### config.mk
export PLATFORM = sky130hd
export DESIGN_NAME = byte_ring_fifo_with_lookahead
export DESIGN_NICKNAME = d
export VERILOG_FILES = /design/src/design/brfl_pkg.sv /design/src/design/byte_ring_fifo_with_lookahead.sv /design/src/design/brfl_ram.sv
export SDC_FILE = /design/constraint.sdc
export NUM_CORES = 2
export LEC_CHECK = 0
export BUFFER_PORTS_ARGS = -buffer_cell sky130_fd_sc_hd__buf_2
export CAP_MARGIN = 20
export CORE_MARGIN = 4
export CORE_UTILIZATION = 60
export CTS_CLUSTER_SIZE = 14
export DETAILED_ROUTE_END_ITERATION = 10
export PLACE_DENSITY_LB_ADDON = 0.2
export SKIP_LAST_GASP = 1
export SYNTH_ARGS = -nofsm -noshare
export SYNTH_HDL_FRONTEND = slang
export SYNTH_SLANG_ARGS = --single-unit
export TNS_END_PERCENT = 5
### constraint.sdc
create_clock -name clk -period 5.2 [get_ports clk]
set_clock_uncertainty 0.05 [all_clocks]
set_input_delay 0 -clock clk [delete_from_list [all_inputs] [get_ports clk]]
set_output_delay 0 -clock clk [all_outputs]
set_load 0.01 [all_outputs]
### src/design/brfl_pkg.sv
`timescale 1ns / 1ps
`default_nettype none
// ----------------------------------------------------------------------------
// brfl_pkg
// Command and status codes shared by the byte ring fifo with lookahead.
// ----------------------------------------------------------------------------
package brfl_pkg;

  // command codes
  typedef logic [2:0] kind_t;
  localparam kind_t KIND_PUT        = 3'd0;
  localparam kind_t KIND_PUTBACK    = 3'd1;
  localparam kind_t KIND_GET        = 3'd2;
  localparam kind_t KIND_CLEAR      = 3'd3;
  localparam kind_t KIND_CUR_RESET  = 3'd4;
  localparam kind_t KIND_CUR_END    = 3'd5;
  localparam kind_t KIND_CUR_GET    = 3'd6;
  localparam kind_t KIND_CONSUME    = 3'd7;

  // result status codes
  typedef logic [1:0] status_t;
  localparam status_t STAT_OK    = 2'd0;
  localparam status_t STAT_FULL  = 2'd1;
  localparam status_t STAT_EMPTY = 2'd2;

  typedef logic [7:0] byte_t;

endpackage
`default_nettype wire

### src/design/byte_ring_fifo_with_lookahead.sv
`timescale 1ns / 1ps
`default_nettype none
// ----------------------------------------------------------------------------
// byte_ring_fifo_with_lookahead
// Byte ring fifo with putback, clear and one read-ahead cursor.
//
//   channel   ports                                          beat taken when
//   command   start busy kind data_byte                      start & !busy
//   result    done status read_byte is_empty free_space      done
//             cursor_done
//
// A command is taken at its accepting edge: pointers update there and the
// result beat follows in the next cycle, with registered read data from the
// byte store. A new command may be issued every cycle; busy stays low. Writes
// and reads of the store happen at different edges, so a read always sees
// the previous command's write. Reset (rst, synchronous) empties the fifo and
// parks the cursor at its end; the store is not cleared. The receiver cannot
// stall: each result is shown for one cycle.
// ----------------------------------------------------------------------------
module byte_ring_fifo_with_lookahead #(
  parameter int DEPTH = 256
) (
  input  wire logic                       clk,
  input  wire logic                       rst,
  input  wire logic                       start,
  output      logic                       busy,
  input  wire brfl_pkg::kind_t            kind,
  input  wire brfl_pkg::byte_t            data_byte,
  output      logic                       done,
  output      brfl_pkg::status_t          status,
  output      brfl_pkg::byte_t            read_byte,
  output      logic                       is_empty,
  output      logic [$clog2(DEPTH+1)-1:0] free_space,
  output      logic                       cursor_done
);
  import brfl_pkg::*;

  localparam int PW = $clog2(DEPTH);
  localparam int FW = $clog2(DEPTH + 1);
  localparam logic [PW-1:0] LAST = PW'(DEPTH - 1);
  localparam logic [FW-1:0] DEPTH_F = FW'(DEPTH);

  // pointer state
  logic [PW-1:0] head_ptr, head_ptr_next;
  logic [PW-1:0] tail_ptr, tail_ptr_next;
  logic [PW-1:0] peek_ptr, peek_ptr_next;
  logic          full_flag, full_flag_next;
  logic          peek_done, peek_done_next;

  // store access
  logic          mem_we, mem_re;
  logic [PW-1:0] mem_waddr, mem_raddr;
  byte_t         mem_q;

  // result registers
  status_t       status_next;
  logic          rd_ok, rd_ok_next;
  logic          accept;

  logic [PW-1:0] head_inc, head_dec, tail_inc, peek_inc;
  logic          cur_empty;

  assign busy   = 1'b0;
  assign accept = start & ~busy;

  assign head_inc  = (head_ptr == LAST) ? '0 : head_ptr + 1'b1;
  assign head_dec  = (head_ptr == '0) ? LAST : head_ptr - 1'b1;
  assign tail_inc  = (tail_ptr == LAST) ? '0 : tail_ptr + 1'b1;
  assign peek_inc  = (peek_ptr == LAST) ? '0 : peek_ptr + 1'b1;
  assign cur_empty = (head_ptr == tail_ptr) & ~full_flag;

  // command decode and next pointer state
  always_comb begin
    head_ptr_next  = head_ptr;
    tail_ptr_next  = tail_ptr;
    peek_ptr_next  = peek_ptr;
    full_flag_next = full_flag;
    peek_done_next = peek_done;
    status_next    = STAT_OK;
    rd_ok_next     = 1'b0;
    mem_we         = 1'b0;
    mem_waddr      = tail_ptr;
    mem_re         = 1'b0;
    mem_raddr      = head_ptr;
    unique case (kind)
      KIND_PUT: begin
        if (full_flag) begin
          status_next = STAT_FULL;
        end else begin
          mem_we        = 1'b1;
          tail_ptr_next = tail_inc;
          if (head_ptr == tail_inc) full_flag_next = 1'b1;
        end
      end
      KIND_PUTBACK: begin
        if (full_flag) begin
          status_next = STAT_FULL;
        end else begin
          mem_we        = 1'b1;
          mem_waddr     = head_dec;
          head_ptr_next = head_dec;
          if (head_dec == tail_ptr) full_flag_next = 1'b1;
        end
      end
      KIND_GET: begin
        if (cur_empty) begin
          status_next = STAT_EMPTY;
        end else begin
          mem_re         = 1'b1;
          rd_ok_next     = 1'b1;
          full_flag_next = 1'b0;
          head_ptr_next  = head_inc;
        end
      end
      KIND_CLEAR: begin
        head_ptr_next  = tail_ptr;
        full_flag_next = 1'b0;
      end
      KIND_CUR_RESET: begin
        if (cur_empty) begin
          peek_done_next = 1'b1;
        end else begin
          peek_ptr_next  = head_ptr;
          peek_done_next = 1'b0;
        end
      end
      KIND_CUR_END: begin
        peek_done_next = 1'b1;
      end
      KIND_CUR_GET: begin
        if (peek_done) begin
          status_next = STAT_EMPTY;
        end else begin
          mem_re        = 1'b1;
          mem_raddr     = peek_ptr;
          rd_ok_next    = 1'b1;
          peek_ptr_next = peek_inc;
          if (peek_inc == tail_ptr) peek_done_next = 1'b1;
        end
      end
      KIND_CONSUME: begin
        if (peek_done) begin
          head_ptr_next  = tail_ptr;
          full_flag_next = 1'b0;
        end else if (peek_ptr != head_ptr) begin
          head_ptr_next  = peek_ptr;
          full_flag_next = 1'b0;
        end
      end
      default: begin
      end
    endcase
  end

  // pointer registers
  always_ff @(posedge clk) begin
    if (rst) begin
      head_ptr  <= '0;
      tail_ptr  <= '0;
      peek_ptr  <= '0;
      full_flag <= 1'b0;
      peek_done <= 1'b1;
    end else if (accept) begin
      head_ptr  <= head_ptr_next;
      tail_ptr  <= tail_ptr_next;
      peek_ptr  <= peek_ptr_next;
      full_flag <= full_flag_next;
      peek_done <= peek_done_next;
    end
  end

  // byte store
  brfl_ram #(
    .DEPTH(DEPTH)
  ) u_ram (
    .clk  (clk),
    .we   (accept & mem_we),
    .waddr(mem_waddr),
    .wdata(data_byte),
    .re   (accept & mem_re),
    .raddr(mem_raddr),
    .rdata(mem_q)
  );

  // result strobe
  always_ff @(posedge clk) begin
    if (rst) begin
      done <= 1'b0;
    end else begin
      done <= accept;
    end
  end

  // result payload, taken from the state after the command
  always_ff @(posedge clk) begin
    if (accept) begin
      status      <= status_next;
      rd_ok       <= rd_ok_next;
      is_empty    <= (head_ptr_next == tail_ptr_next) & ~full_flag_next;
      cursor_done <= peek_done_next;
      if (full_flag_next) begin
        free_space <= '0;
      end else if (tail_ptr_next >= head_ptr_next) begin
        free_space <= DEPTH_F - FW'(tail_ptr_next) + FW'(head_ptr_next);
      end else begin
        free_space <= FW'(head_ptr_next) - FW'(tail_ptr_next);
      end
    end
  end

  // read data is zero unless a read succeeded
  assign read_byte = rd_ok ? mem_q : '0;

endmodule
`default_nettype wire

### src/design/brfl_ram.sv
`timescale 1ns / 1ps
`default_nettype none
// ----------------------------------------------------------------------------
// brfl_ram
// Byte store: one write port and one read port, registered read data.
// ----------------------------------------------------------------------------
module brfl_ram #(
  parameter int DEPTH = 256
) (
  input  wire logic                     clk,
  input  wire logic                     we,
  input  wire logic [$clog2(DEPTH)-1:0] waddr,
  input  wire brfl_pkg::byte_t          wdata,
  input  wire logic                     re,
  input  wire logic [$clog2(DEPTH)-1:0] raddr,
  output      brfl_pkg::byte_t          rdata
);
  import brfl_pkg::*;

  byte_t mem [DEPTH];

  // write port
  always_ff @(posedge clk) begin
    if (we) begin
      mem[waddr] <= wdata;
    end
  end

  // read port, registered read data
  always_ff @(posedge clk) begin
    if (re) begin
      rdata <= mem[raddr];
    end
  end

endmodule
`default_nettype wire

-- After elaboration in Yosys (flattened, before gate mapping)
Memory sizes are Yosys's and may differ from the RTL's. A register that Yosys moved wholly into a read port is not among the register bits.
Index checks and enable logic that the tools add are counted.
W data, S select, Z words.
- output and inout port bits: 23
- input bits: 14
- word-level logic and storage cells: 92
- register bits after elaboration: 41
- memories kept: 1
- RAM bits: 2048
- memories (name ; depth ; width ; rd ports ; clocked after Yosys merged registers in ; write ports ; RTL line ; text):
    u_ram.mem ; 256 ; 8 ; 1 ; 1 ; 1 ; brfl_ram.sv:20 ; byte_t mem [DEPTH];
- $lt $le $gt $ge: 1
- muxes and demuxes: 43
- equal/unequal tests: 18
- bitwise logic cells: 6
- $add $sub $neg: 7
- reduce and logical (&&, ||, !) cells: 5
- operators with widths (cell ; number):
    $mux W8 ; 17
    $eq A8 B8 Y1 ; 5
    $pmux W8 S4 ; 1
    $add A8 B1 Y8 const B ; 3
    $eq A8 B8 Y1 const B ; 3
    $mux W1 ; 17
    $pmux W8 S2 ; 1
    $eq A3 B3 Y1 const B ; 4
    $add A9 B8 Y9 ; 1
    $mux W9 ; 1
    $sub A8 B8 Y9 ; 1
    $sub A9 B8 Y9 const A ; 1
    $ge A8 B8 Y1 ; 1
    $logic_not A8 Y1 ; 1
    $ne A8 B8 Y1 ; 1
    $sub A8 B1 Y8 const B ; 1
    $eq A3 B2 Y1 const B ; 2
    $pmux W2 S3 ; 1
    $pmux W1 S5 ; 1
    $and A1 B1 Y1 ; 4
    $mux W2 ; 2
    $ne A2 B2 Y1 const B ; 2
    $reduce_and A4 Y1 ; 1
    $eq A3 B1 Y1 const B ; 1
    other kinds (6) ; 7

-- Depth between registers and ports, before layout
- depth in word-level cells: 8
- gate-level depth with buffers: 21
- depth with buffers taken out: 19

-- Cells and area by module
A second synthesis with hierarchy kept.
- cell total of the unflattened synthesis: 4326
- area, all modules: 83924.2 sq um
- modules (own cells, without submodules) (module ; cells an instance ; area an instance (sq um) ; seq. area each (sq um) ; times used):
    brfl_ram ; 3733 ; 79636.4 ; 61739.2 ; 1
    byte_ring_fifo_with_lookahead ; 593 ; 4287.9 ; 960.9 ; 1

-- Worst setup path after synthesis
Ideal clock, no wire load.
- path type: register to register
- from: register head_ptr[0]
- to: register free_space[8], data pin
- arrival: 3.788 ns
- setup slack: 1.093 ns
- cell stages (with the launch flop): 21
- required time: 4.880 ns
- period minus slack after synthesis: 4.107 ns
- library setup time: 0.270 ns
- cell sequence: dfxtp_1 clkbuf_1 clkbuf_1 inv_1 ha_1 nor4b_1 nand2_1 a21oi_1 a211o_1 a31oi_1 a21oi_1 a2bb2oi_1 ha_1 o21ai_0 a21boi_0 o21ai_0 a21boi_0 o21ai_0 a21oi_1 xor2_1 nor3_1
- cells in the longest elaborated chain, start to end: 6
- elaborated cells on any way between the ends: 28
- those cells by class: 4 x add/sub; 1 x order compare; 5 x eq/ne; 16 x mux; 1 x bitwise; 1 x reduce/logical
- ends and longest elaborated chain (item ; RTL line ; text):
    start: declaration ; byte_ring_fifo_with_lookahead.sv:44 ; logic [PW-1:0] head_ptr, head_ptr_next;
    start signal: assignment ; byte_ring_fifo_with_lookahead.sv:164 ; head_ptr <= head_ptr_next;
    $add A8 B1 Y8, or another cell as far along ; byte_ring_fifo_with_lookahead.sv:66 ; assign head_inc = (head_ptr == LAST) ? '0 : head_ptr + 1'b1;
    $mux W8, or another cell as far along ; byte_ring_fifo_with_lookahead.sv:66 ;
    $mux W8, on equally long branches ; byte_ring_fifo_with_lookahead.sv:106, byte_ring_fifo_with_lookahead.sv:96, byte_ring_fifo_with_lookahead.sv:142 ;
    $pmux W8 S4 (*) ; byte_ring_fifo_with_lookahead.sv:85 ; unique case (kind)
    named net head_ptr_next[2] ; byte_ring_fifo_with_lookahead.sv:44 ;
    $add A9 B8 Y9, or another cell as far along ; byte_ring_fifo_with_lookahead.sv:204 ; free_space <= DEPTH_F - FW'(tail_ptr_next) + FW'(head_ptr_next);
    $mux W9 (*) ; byte_ring_fifo_with_lookahead.sv:203 ; end else if (tail_ptr_next >= head_ptr_next) begin
    end signal: assignment ; byte_ring_fifo_with_lookahead.sv:204 ;
    end signal: assignment ; byte_ring_fifo_with_lookahead.sv:206 ; free_space <= FW'(head_ptr_next) - FW'(tail_ptr_next);
    end: declaration ; byte_ring_fifo_with_lookahead.sv:33 ; output logic [$clog2(DEPTH+1)-1:0] free_space,
The timed path passes the listed nets; every way through them passes the cells marked *.
A chain may end at the register's enable or synchronous reset.

-- Final worst setup path
- from: register peek_done
- to: register u_ram.rdata[2], read port of u_ram.mem, data pin
- cells in the longest elaborated chain, start to end: 3
- elaborated cells on any way between the ends: 5
- those cells by class: 4 x mux; 1 x bitwise
- ends and longest elaborated chain (item ; RTL line ; text):
    start: declaration ; byte_ring_fifo_with_lookahead.sv:48 ; logic peek_done, peek_done_next;
    start signal: assignment ; byte_ring_fifo_with_lookahead.sv:168 ; peek_done <= peek_done_next;
    $mux W1 ; byte_ring_fifo_with_lookahead.sv:131 ; if (peek_done) begin
    $pmux W1 S2 ; byte_ring_fifo_with_lookahead.sv:85 ;
    $and A1 B1 Y1 ; byte_ring_fifo_with_lookahead.sv:180 ; .re (accept & mem_re),
    end: declaration ; brfl_ram.sv:16 ; output brfl_pkg::byte_t rdata
Several ways; a longest one is shown, not always the timed one.

==> results_dict.tcl <==
set metrics [dict create \
    synthAdderAreaFrac 0.00214 \
    drc 0 \
    routedWlPerCell_um 30.7 \
    core_sq_um 141000 \
    synth-xor-area-share 0.00586 \
    critPathMaxStageDelay_ns 0.90 \
    seq_area_sq_um 62700 \
    die_y_um 385 \
    yosys_warnings 0 \
    power_density_nw_per_um2 372 \
    row_count 138 \
    track_usage 0.348 \
    ant_nets 0 \
    pre_cts_ws_ns 0.276 \
    tritoncts "yes" \
    multi_input_area_sq_um 20600 \
    grt_max_degree 179 \
    synth_top_family_by_area "simple AND/OR/NAND/NOR gates" \
    fillers 9594 \
    final_layout_size_suffix_gt1_frac 0.135 \
    maxSlewViolCount 0 \
    post_synth.cell_area_avg_sq_um 14.1 \
    initial_utilization 0.603 \
    slew_headroom 0.189 \
    crit_path_end_kind "register" \
    final_util 0.682 \
    clk_pin_slew_ns 0.06 \
    dp_hpwl_um 157000 \
    clockRootBuffer "clkbuf_16" \
    crit_fanout 27 \
    rsz0062_at_grt "no" \
    dieArea_sq_um 148000 \
    cp_common_cell "buf_12" \
    worstMarginPinSlew_ns 1.21 \
    hold_path_class "in2reg" \
    outcome "finished clean" \
    startpoint "peek_done" \
    ys_types 87 \
    r2r_cells 11 \
    synthesis.nets 6082 \
    drv_cap 0 \
    setup_ws_ns 0.149 \
    grt-ovfl-total 0 \
    rr_endpoint "u_ram.rdata[2]" \
    finalHoldViolCount 0 \
    dr.pass1.iters 6 \
    crit_end "u_ram.rdata[2]" \
    synth_compound_area_frac 0.0795 \
    path_class "reg2reg" \
    crit_family "compound AO/OA/AOI/OAI gates" \
    vias 56600 \
    numCtsBuffers 203 \
    r2r-start "peek_done" \
    start_kind "register" \
    port_buffers 35 \
    irDropWorstVdd_mv 0.347 \
    final_nets 6391 \
    clkLatencyLatePin_ns 0.84 \
    cp_cell_sequence "and4bb_2, mux2i_4, buf_12, buf_12, buf_4, mux4_2, nand2_1, o21ai_0, o22ai_1, or3_1, a211oi_1" \
    cpMaxStageDelayCell "mux2i_4" \
    finalCriticalPeriod_ns 5.05 \
    finalCritPeriodShare 0.971 \
    fmax_ghz 0.198 \
    synth-simple-area-share 0.106 \
    fin_setup_tns_ns 0 \
    first_global_vias 53400 \
    ys_ff_latch 2097 \
    htreeDepth 4 \
    antenna_found_initial 11 \
    crit_required_ns 5.83 \
    synth-async-reset-ratio 0 \
    synthMuxAreaShare 0.0462 \
    routed_wl_um 258000 \
    synthFlopType "edfxtp_1" \
    crit_cells 11 \
    syn2layout_area_growth_pct 13.1 \
    fp.dieW_um 385 \
    r2r_slack_ns 0.15 \
    drtIter0Drc 9744 \
    p_leak_nw 32.6 \
    pin_count 37 \
    cts_sinks 2097 \
    setup_viol 0 \
    power_mw 35.8 \
    critical_path_buf_inv_count 3 \
    vias_per_cell 6.72 \
    post_cts_buffers 0 \
    synth-edff-count 2070 \
    synth_area_sq_um 85200 \
    cp.arrival_ns 5.68 \
    clk_path_buf_depth 3 \
    place_congestion 0.936 \
    yosysSeqAreaShare 0.736 \
    synthCells 6054 \
    grt_pass1_wl_um 374000 \
]
[repair_timing]
action	4_1_cts	5_1_grt
hold buffers	18	0
endpoints found under the setup margin	0	1
endpoints found under the hold margin	679	0
gates resized for setup	0	1
[report_power, final]
part	internal, mW	switching, mW	total (mW)	leakage, nW
Clock	7.84	6.24	14.1	3.06
Combinational	0.896	2.19	3.09	10.7
Sequential	18.6	0.0287	18.7	18.8
Total	27.4	8.46	35.8	32.6
[tightest hold or removal path, delay by kind of cell]
kind                   cells  cell delay, ns
buffers and inverters      2            0.84
AND/OR/NAND/NOR            1            0.16
[how the worst min path moves through the flow]
stage                       startpoint              end  cells after the start
after floorplan           data_byte[0]  u_ram.mem[0][0]                      0
after global placement            done             done                      1
after detailed placement          done             done                      1
after CTS                      kind[2]      peek_ptr[5]                      4
after global routing               rst      peek_ptr[6]                      3
final                              rst      peek_ptr[7]                      3
[stage by stage]
stage          area (sq um)  hold slack [ns]  cells
6_report              96400            0.163   8425
5_1_grt               96300            0.153   8419
4_1_cts               96300            0.109   8419
3_5_place_dp          89900            0.343   8030
3_3_place_gp          89800            0.351   8024
2_1_floorplan         85200           0.0489   6054
[cells in the mapped netlist, types with 37 or more instances]
cell	number	area share
o22ai_1	44	0.0032
nand2_1	1215	0.054
mux4_2	69	0.018
nand3_1	259	0.015
edfxtp_1	2070	0.73
a2111oi_0	43	0.0044
buf_4	37	0.0033
a311oi_1	38	0.0039
a211oi_1	39	0.0034
o221ai_1	41	0.0042
mux2i_1	211	0.025
a221oi_1	44	0.0045
buf_2	142	0.0083
nor4_1	41	0.0030
clkbuf_1	158	0.0070
buf_1	46	0.0020
and3_1	51	0.0037
nor2_1	353	0.016
a31oi_1	62	0.0046
o21ai_0	113	0.0066
nor3_1	90	0.0053
a21oi_1	378	0.022
a22oi_1	59	0.0052
[flip-flops by register name, summed over array words and instances, names as in the netlist, 2 cells and up]
| name | count |
|---|---|
| status | 2 |
| tail_ptr | 8 |
| u_ram.rdata | 8 |
| free_space | 9 |
| u_ram.mem | 2048 |
| peek_ptr | 8 |
| head_ptr | 8 |
[placed cells by master (no fill, tap or decap), types with 13 or more instances in the layout]
| cell type | synthesis | routed |
|---|---|---|
| o22ai_1 | 44 | 44 |
| a311oi_1 | 38 | 38 |
| buf_4 | 37 | 412 |
| mux4_2 | 69 | 69 |
| and3_1 | 51 | 51 |
| nor3_1 | 90 | 90 |
| clkbuf_16 | 0 | 204 |
| a221o_1 | 18 | 18 |
| ha_1 | 13 | 13 |
| nand2_1 | 1215 | 1207 |
| nor2_1 | 353 | 352 |
| a22oi_1 | 59 | 59 |
| clkbuf_1 | 158 | 45 |
| a2111oi_0 | 43 | 42 |
| o211ai_1 | 19 | 19 |
| inv_1 | 22 | 22 |
| edfxtp_1 | 2070 | 2070 |
| xnor2_1 | 23 | 23 |
| a221oi_1 | 44 | 44 |
| nor4_1 | 41 | 40 |
| or3_1 | 15 | 15 |
| dfxtp_1 | 27 | 27 |
| xor2_1 | 34 | 34 |
| clkinv_2 | 0 | 29 |
| dlygate4sd3_1 | 0 | 18 |
| nand4_1 | 22 | 22 |
| clkinv_1 | 0 | 59 |
| a31oi_1 | 62 | 62 |
| a21oi_1 | 378 | 378 |
| a211oi_1 | 39 | 39 |
| and2_1 | 15 | 15 |
| nand3_1 | 259 | 259 |
| mux2i_1 | 211 | 206 |
| buf_2 | 142 | 29 |
| buf_12 | 1 | 35 |
| o221ai_1 | 41 | 41 |
| o21ai_0 | 113 | 112 |
[final cells by class]
| class | count | share of cell area |
|---|---|---|
| flip-flops and latches | 2097 | 0.651 |
| multi-input cells | 3534 | 0.214 |
| clock buffers | 253 | 0.0553 |
| repair buffers | 505 | 0.0441 |
| well taps | 1890 | 0.0245 |
| clock inverters | 118 | 0.0101 |
| inverters | 22 | 0.000857 |
| diodes | 6 | 0.000156 |
[cells by family after synthesis]
| group | count (synthesis) |
|---|---|
| buf+inv | 423 |
| fa+ha+maj | 14 |
| xor+xnor | 57 |
| simple gates | 2131 |
| other cells | 1 |
| mux | 302 |
| flops | 2097 |
| compound gates | 1029 |
[per-layer routing]
layer  GRT usage  part of all wire  up-vias
met5           0           0.00020        -
met4       0.151             0.051        8
met3      0.0959              0.14      730
met2       0.501              0.44     4406
met1       0.504              0.37    27900
li1            -                 -    23600
Power figures use the tool's default switching activity.
